**src/hw/rtl/hsswr_pkg.sv**
```systemverilog
package hsswr_pkg;

   // Widths fixed by the line protocol and the item fields.
   localparam int CFG_WIDTH    = 10;
   localparam int REG_COUNT    = 6;
   localparam int REG_IDX_BITS = 3;
   localparam int FRAME_BITS   = 40;
   localparam int TIMER_BITS_DEFAULT = 10;

   // Configuration register indexes.
   localparam logic [REG_IDX_BITS-1:0] REG_RESP_DELAY = 3'd0;
   localparam logic [REG_IDX_BITS-1:0] REG_RESP_LOW   = 3'd1;
   localparam logic [REG_IDX_BITS-1:0] REG_RESP_HIGH  = 3'd2;
   localparam logic [REG_IDX_BITS-1:0] REG_BIT_LOW    = 3'd3;
   localparam logic [REG_IDX_BITS-1:0] REG_ONE_HIGH   = 3'd4;
   localparam logic [REG_IDX_BITS-1:0] REG_ZERO_HIGH  = 3'd5;

   typedef logic [CFG_WIDTH-1:0] cfg_word_type;

   // Reset values of the configuration registers, in index order.
   localparam cfg_word_type CFG_RESET [REG_COUNT] = '{
      10'd30, 10'd80, 10'd80, 10'd50, 10'd70, 10'd27
   };

   typedef enum logic [1:0] {
      MODE_IDLE = 2'd0,
      MODE_INIT = 2'd1,
      MODE_TX   = 2'd2,
      MODE_END  = 2'd3
   } mode_type;

   typedef struct packed {
      logic               host_level;
      logic        [15:0] humidity_tenths;
      logic signed [15:0] temperature_tenths;
   } req_type;

   typedef struct packed {
      logic     line_level;
      mode_type mode;
      logic     frame_done;
   } rsp_type;

endpackage

```
**src/hw/rtl/hsswr_frame.sv**
```systemverilog
module hsswr_frame
   import hsswr_pkg::*;
(
   input  logic signed [15:0]      temperature_tenths,
   input  logic        [15:0]      humidity_tenths,
   output logic [FRAME_BITS-1:0]   frame
);

   logic [15:0] neg_mag;
   logic [15:0] temp_sm;
   logic [9:0]  byte_sum;

   // Negative temperatures go out as sign and magnitude, the magnitude held to 15 bits.
   assign neg_mag = 16'(-temperature_tenths);

   always_comb begin
      if (temperature_tenths[15]) begin
         if (neg_mag[15]) begin
            temp_sm = 16'hffff;
         end else begin
            temp_sm = {1'b1, neg_mag[14:0]};
         end
      end else begin
         temp_sm = temperature_tenths;
      end
   end

   // Checksum is the low byte of the sum of the four data bytes.
   assign byte_sum = 10'(humidity_tenths[15:8]) + 10'(humidity_tenths[7:0])
                   + 10'(temp_sm[15:8]) + 10'(temp_sm[7:0]);

   assign frame = {humidity_tenths, temp_sm, byte_sum[7:0]};

endmodule

```
**src/hw/rtl/humidity_sensor_single_wire_responder_unit.sv**
```systemverilog
// Sensor side of a single-wire humidity and temperature link. Each item on the
// req_ channel is one 1 us tick carrying the host's line level and the current
// readings; every item gives exactly one rsp_ item with the level the sensor
// drives, the link mode and a pulse that marks the end of the 40-bit frame. The
// block takes one item per clock cycle unless req_stall is set; the whole state
// update for a tick is done between the item's acceptance and the result
// register, and a second result register lets a tick be taken while an earlier
// result still waits. The csr_ timing registers may be written at any time and
// act from the next tick. There is no clearing pass after reset.
module humidity_sensor_single_wire_responder_unit
   import hsswr_pkg::*;
#(
   parameter int TIMER_BITS = TIMER_BITS_DEFAULT
)
(
   input  logic                    clock,
   input  logic                    reset,
   input  logic                    req_valid,
   output logic                    req_stall,
   input  req_type                 req_data,
   output logic                    rsp_valid,
   input  logic                    rsp_stall,
   output rsp_type                 rsp_data,
   input  logic                    csr_write,
   input  logic [REG_IDX_BITS-1:0] csr_index,
   input  logic [CFG_WIDTH-1:0]    csr_data
);

   localparam int CW = ((TIMER_BITS > CFG_WIDTH) ? TIMER_BITS : CFG_WIDTH) + 1;
   localparam logic [CW-1:0] FULL = {{(CW-1){1'b0}}, 1'b1} << TIMER_BITS;
   localparam logic [CW-1:0] ONE  = {{(CW-1){1'b0}}, 1'b1};
   localparam logic [5:0]    BIT_LAST = 6'(FRAME_BITS - 1);

   typedef enum logic [2:0] {
      PH_WAIT  = 3'd0,
      PH_RLOW  = 3'd1,
      PH_RHIGH = 3'd2,
      PH_BLOW  = 3'd3,
      PH_BHIGH = 3'd4
   } phase_type;

   cfg_word_type cfg_ff [REG_COUNT];

   mode_type               mode_ff, mode_in;
   phase_type              phase_ff, phase_in;
   logic [TIMER_BITS-1:0]  tick_ff, tick_in;
   logic [5:0]             bit_ff, bit_in;
   logic [FRAME_BITS-1:0]  frame_ff, frame_in;
   logic                   prev_ff, prev_in;
   logic                   drive_ff, drive_in;
   logic                   done_in;

   rsp_type                out_data_ff, out_data_in;
   logic                   out_valid_ff, out_valid_in;
   rsp_type                skid_data_ff, skid_data_in;
   logic                   skid_valid_ff, skid_valid_in;

   logic                   accept;
   logic                   take;
   logic                   falling;
   logic                   rising;
   logic [FRAME_BITS-1:0]  new_frame;
   cfg_word_type           len_sel;
   logic [CW-1:0]          len_eff;
   logic [CW-1:0]          tick_next;
   logic                   timer_done;

   assign accept    = req_valid && !req_stall;
   assign take      = rsp_valid && !rsp_stall;
   assign req_stall = skid_valid_ff;
   assign rsp_valid = out_valid_ff;
   assign rsp_data  = out_data_ff;

   // Configuration registers; writes beyond the list are dropped.
   always_ff @(posedge clock) begin
      if (reset) begin
         for (int i = 0; i < REG_COUNT; i++) begin
            cfg_ff[i] <= CFG_RESET[i];
         end
      end else if (csr_write && (csr_index < REG_IDX_BITS'(REG_COUNT))) begin
         cfg_ff[csr_index] <= csr_data;
      end
   end

   hsswr_frame u_frame (
      .temperature_tenths (req_data.temperature_tenths),
      .humidity_tenths    (req_data.humidity_tenths),
      .frame              (new_frame)
   );

   assign falling = prev_ff && !req_data.host_level;
   assign rising  = !prev_ff && req_data.host_level;

   // Length of the current transmit phase.
   always_comb begin
      case (phase_ff)
         PH_RLOW:  len_sel = cfg_ff[REG_RESP_LOW];
         PH_RHIGH: len_sel = cfg_ff[REG_RESP_HIGH];
         PH_BLOW:  len_sel = cfg_ff[REG_BIT_LOW];
         PH_BHIGH: len_sel = frame_ff[FRAME_BITS-1] ? cfg_ff[REG_ONE_HIGH]
                                                    : cfg_ff[REG_ZERO_HIGH];
         default:  len_sel = cfg_ff[REG_RESP_DELAY];
      endcase
   end

   // A zero length acts as one tick, and a length above the timer range is clipped to it.
   always_comb begin
      len_eff = CW'(len_sel);
      if (len_sel == '0) begin
         len_eff = ONE;
      end else if (len_eff > FULL) begin
         len_eff = FULL;
      end
   end

   assign tick_next  = CW'(tick_ff) + ONE;
   assign timer_done = (tick_next >= len_eff);

   // Next link state for the tick being accepted.
   always_comb begin
      mode_in  = mode_ff;
      phase_in = phase_ff;
      tick_in  = tick_ff;
      bit_in   = bit_ff;
      frame_in = frame_ff;
      drive_in = drive_ff;
      done_in  = 1'b0;
      prev_in  = req_data.host_level;
      case (mode_ff)
         MODE_IDLE: begin
            if (falling) begin
               mode_in = MODE_INIT;
            end
         end
         MODE_INIT: begin
            if (rising) begin
               mode_in  = MODE_TX;
               phase_in = PH_WAIT;
               tick_in  = '0;
               bit_in   = '0;
               frame_in = new_frame;
            end
         end
         MODE_TX: begin
            tick_in = timer_done ? '0 : tick_next[TIMER_BITS-1:0];
            if (timer_done) begin
               case (phase_ff)
                  PH_RLOW: begin
                     drive_in = 1'b1;
                     phase_in = PH_RHIGH;
                  end
                  PH_RHIGH: begin
                     drive_in = 1'b0;
                     phase_in = PH_BLOW;
                  end
                  PH_BLOW: begin
                     drive_in = 1'b1;
                     phase_in = PH_BHIGH;
                  end
                  PH_BHIGH: begin
                     drive_in = 1'b0;
                     frame_in = {frame_ff[FRAME_BITS-2:0], 1'b0};
                     if (bit_ff >= BIT_LAST) begin
                        bit_in   = '0;
                        phase_in = PH_WAIT;
                        mode_in  = MODE_END;
                        done_in  = 1'b1;
                     end else begin
                        bit_in   = bit_ff + 6'd1;
                        phase_in = PH_BLOW;
                     end
                  end
                  default: begin
                     drive_in = 1'b0;
                     phase_in = PH_RLOW;
                  end
               endcase
            end
         end
         default: begin
            if (rising) begin
               mode_in = MODE_IDLE;
            end
         end
      endcase
   end

   // Result register with a skid stage behind it.
   always_comb begin
      out_valid_in  = out_valid_ff;
      out_data_in   = out_data_ff;
      skid_valid_in = skid_valid_ff;
      skid_data_in  = skid_data_ff;
      if (skid_valid_ff) begin
         if (take) begin
            out_data_in   = skid_data_ff;
            skid_valid_in = 1'b0;
         end
      end else if (accept) begin
         if (!out_valid_ff || take) begin
            out_valid_in = 1'b1;
            out_data_in  = '{line_level: drive_in, mode: mode_in, frame_done: done_in};
         end else begin
            skid_valid_in = 1'b1;
            skid_data_in  = '{line_level: drive_in, mode: mode_in, frame_done: done_in};
         end
      end else if (take) begin
         out_valid_in = 1'b0;
      end
   end

   // Link state advances only on accepted items; the result registers follow every cycle.
   always_ff @(posedge clock) begin
      if (reset) begin
         mode_ff       <= MODE_IDLE;
         phase_ff      <= PH_WAIT;
         tick_ff       <= '0;
         bit_ff        <= '0;
         frame_ff      <= '0;
         prev_ff       <= 1'b1;
         drive_ff      <= 1'b1;
         out_valid_ff  <= 1'b0;
         skid_valid_ff <= 1'b0;
      end else begin
         if (accept) begin
            mode_ff  <= mode_in;
            phase_ff <= phase_in;
            tick_ff  <= tick_in;
            bit_ff   <= bit_in;
            frame_ff <= frame_in;
            prev_ff  <= prev_in;
            drive_ff <= drive_in;
         end
         out_valid_ff  <= out_valid_in;
         skid_valid_ff <= skid_valid_in;
      end
      out_data_ff  <= out_data_in;
      skid_data_ff <= skid_data_in;
   end

endmodule

```
**config.mk**
```make
export PLATFORM = sky130hd
export DESIGN_NAME = humidity_sensor_single_wire_responder_unit
export DESIGN_NICKNAME = d
export VERILOG_FILES = /design/src/hw/rtl/hsswr_pkg.sv /design/src/hw/rtl/hsswr_frame.sv /design/src/hw/rtl/humidity_sensor_single_wire_responder_unit.sv
export SDC_FILE = /design/constraint.sdc
export NUM_CORES = 1
export LEC_CHECK = 0
export ABC_CLOCK_PERIOD_IN_PS = 13630
export BUFFER_PORTS_ARGS = -buffer_cell sky130_fd_sc_hd__buf_2
export CAP_MARGIN = 10
export CORE_MARGIN = 2
export CORE_UTILIZATION = 55
export DETAILED_ROUTE_END_ITERATION = 10
export GPL_TIMING_DRIVEN = 0
export PLACE_DENSITY_LB_ADDON = 0.2
export SLEW_MARGIN = 20
export SYNTH_ARGS = -nofsm -noshare
export SYNTH_HDL_FRONTEND = slang
export SYNTH_SLANG_ARGS = --single-unit
```
**constraint.sdc**
```tcl
create_clock -name clock -period 13.63 [get_ports clock]
set_clock_uncertainty 0.15 [all_clocks]
set_input_delay 2.726 -clock clock [delete_from_list [all_inputs] [get_ports clock]]
set_output_delay 2.726 -clock clock [all_outputs]
set_load 0.05 [all_outputs]
```
==> impl_metrics.tcl <==
set metrics [dict create \
    clock-root-buffer "clkbuf_16" \
    maxSlewViolCount 0 \
    die_h_um 119 \
    place_congestion 0.893 \
    clk_pin_slew_ns 0.06 \
    grt_max_degree 17 \
    antenna_found_initial 0 \
    synth_top_area_share_pct 28.3 \
    route.antenna.remaining_nets 0 \
    insertion_delay_ns 0.42 \
    design_area_um2 8270 \
    path_cells "buf_2, or4_4, nor4_1, nand4b_1, clkbuf_1, clkbuf_1, nand2_1, fa_1, fa_1, inv_1, fa_1, nor2b_1, nor3_1, o21bai_1, a21oi_1, xnor2_1, a211o_1, a21oi_2" \
    power_density_nw_per_um2 126 \
    syn_to_final_growth_pct 14.5 \
    drcViolationCount 0 \
    crit_path_max_incr_delay_ns 0.55 \
    clock.fmax_ghz 0.136 \
    cp.arrival_ns 7.57 \
    routedWlPerCell_um 18.2 \
    yosys_warnings 0 \
    first_pass_iters 8 \
    grt.overflow.total 0 \
    wirelength_mm 18.4 \
    vias 6158 \
    dr.first_iter.drc_count 568 \
    pre_cts_ws_ns 5.92 \
    die_w_um 119 \
    via_per_inst 6.11 \
    grt_pass1_vias 6028 \
    num_rows 41 \
    worst_setup_path_start_kind "input pin" \
    finalNetCount 909 \
    reg2reg_slack_ns 8.30 \
    fillers 1070 \
    hold_viol 0 \
    synth_top_area_cell "edfxtp_1" \
    place_hpwl_mm 13.3 \
    whs_path_depth 2 \
    finalSetupTns_ns 0 \
    synth_area_um2 7220 \
    final_cells 1008 \
    ys_ff_latch 133 \
    port_buffers 54 \
    cts.path.max_buffers 2 \
    r2r_cells 15 \
    slew_headroom_pct 37.4 \
    syn_nets 836 \
    clock_sinks 133 \
    cp_slowest_cell "or4_4" \
    start_util_pct 56.7 \
    crit_top_cell "fa_1" \
    postCtsSetupRepairBufs 0 \
    critPathMaxFanout 10 \
    synthArstFlopShare_pct 0 \
    post_cts_resized 0 \
    ios 57 \
    synth.area.top_cells "edfxtp_1 (28%), dfxtp_1 (18%), nand2_1 (5.6%), nor2_1 (4.8%), fa_1 (3.9%)" \
    postPlaceCellArea_um2 7700 \
    cts_tree "built" \
    synth_edf_count 68 \
    die-area_um2 14100 \
    cts_buffers 17 \
    fin_ws_ns 6.27 \
    synth_seq_area_share_pct 46.3 \
    cts_hold_buf 0 \
    crit_required_ns 13.83 \
    dpl.cell_count 977 \
    track_usage_pct 27.2 \
    hp-class "reg2reg" \
    grt_pass1_wl_mm 30.0 \
    status "finished, final reports clean" \
    yosysMostFrequentCell "nand2_1" \
    synthTopCellsByCount "nand2_1 (108), nor2_1 (93), edfxtp_1 (68)" \
    leakage_uw 0.00303 \
    vdd_drop_max_mv 0.0841 \
    yosys_most_used_dff "edfxtp_1" \
    setup_viol 0 \
    drive_above_1_share_pct 12.6 \
    ys_types 58 \
    worst_slew_pin_slew_ns 0.932 \
    postSynthCellCount 751 \
    criticalPathCategory "in2reg" \
    diodes 0 \
    rsz0062_at_grt "false" \
    crit_path_end_kind "register" \
    fin_crit_sh_pct 54.0 \
    core-area_um2 12700 \
    finalCriticalPeriod_ns 7.36 \
    syn_avg_cell_area_um2 9.61 \
    ctsHtreeMaxLevel 4 \
    maxCapViolCount 0 \
]
[where the power goes]
group	switching [uW]	internal (uW)
sequential	5.72	437
clock	176	267
combinational	92.2	62.6
total	274	767
[placed cells by master (no fill, tap or decap), types with 5 or more instances in the layout]
cell type	instances
a211oi_1	7
a21oi_1	45
a311oi_1	20
a31oi_1	5
and2_1	11
and3_1	6
buf_1	5
buf_2	54
clkbuf_1	41
clkbuf_16	17
dfxtp_1	65
edfxtp_1	68
fa_1	14
ha_1	20
inv_1	21
mux2i_1	20
mux4_2	10
nand2_1	108
nand2b_1	8
nand3_1	31
nor2_1	93
nor2b_1	7
nor3_1	14
o211ai_1	14
o21ai_0	24
o31ai_1	5
or3_1	5
xnor2_1	17
xor2_1	11
[per-stage QoR]
step / hold WS, ns / total power, uW / util, %
detailed placement: 0.296 / 603 / 60.6
finish: 0.305 / 1040 / 65.0
CTS: 0.303 / 1040 / 65.0
floorplan: 0.282 / 558 / -
global placement: 0.291 / 596 / 60.6
global route: 0.331 / 1080 / 65.0
[flip-flops by register name, indices dropped and copies added (netlist names)]
signal and count:
drive_ff 1, phase_ff 3, req_stall 1, tick_ff 10
bit_ff 6, rsp_data 4, mode_ff 2, skid_data_ff 4
cfg_ff 60, prev_ff 1, rsp_valid 1, frame_ff 40
[final cells by class]
cell class,count,area [um2],area share [%]
Multi-Input combinational cell,551,3620,43.8
Tap cell,172,215,2.60
Buffer,45,169,2.04
Clock inverter,13,134,1.62
Sequential cell,133,3340,40.4
Inverter,22,82.6,0.999
Timing Repair Buffer,54,270,3.27
Clock buffer,18,429,5.19
[cells by family (layout without fill, tap and decap cells)]
kind of cell,count (synthesis),after routing,share of synthesized area (%)
and+or+nand+nor,303,303,18.9
buffers and inverters,67,152,3.48
adders and majority gates,34,34,7.35
DFF,133,133,46.3
xor gates and xnor gates,28,28,3.40
muxes,34,34,6.52
AOI/OAI and AO/OA,152,152,14.1
[per-layer routing]
layer | GRT usage (%) | routed length (um)
met5 | 0 | 0
met2 | 43.4 | 8800
met3 | 6.23 | 1400
met4 | 9.67 | 293
met1 | 36.6 | 7870
[worst max-delay path, delay by kind of cell]
family          cells  cell delay (ns)
xor+xnor            1             0.15
compound gates      4             0.69
fa+ha+maj           3             1.43
simple gates        6             1.83
buf+inv             4             0.72
[worst paths after layout]
path | from | endpoint
setup / recovery | req_data[1] | frame_ff[7]
hold / removal | frame_ff[13] | frame_ff[13]
setup reg to reg | phase_ff[0] | frame_ff[39]
hold reg to reg | frame_ff[13] | frame_ff[13]
Note: power is estimated with default switching activity, not from simulation.
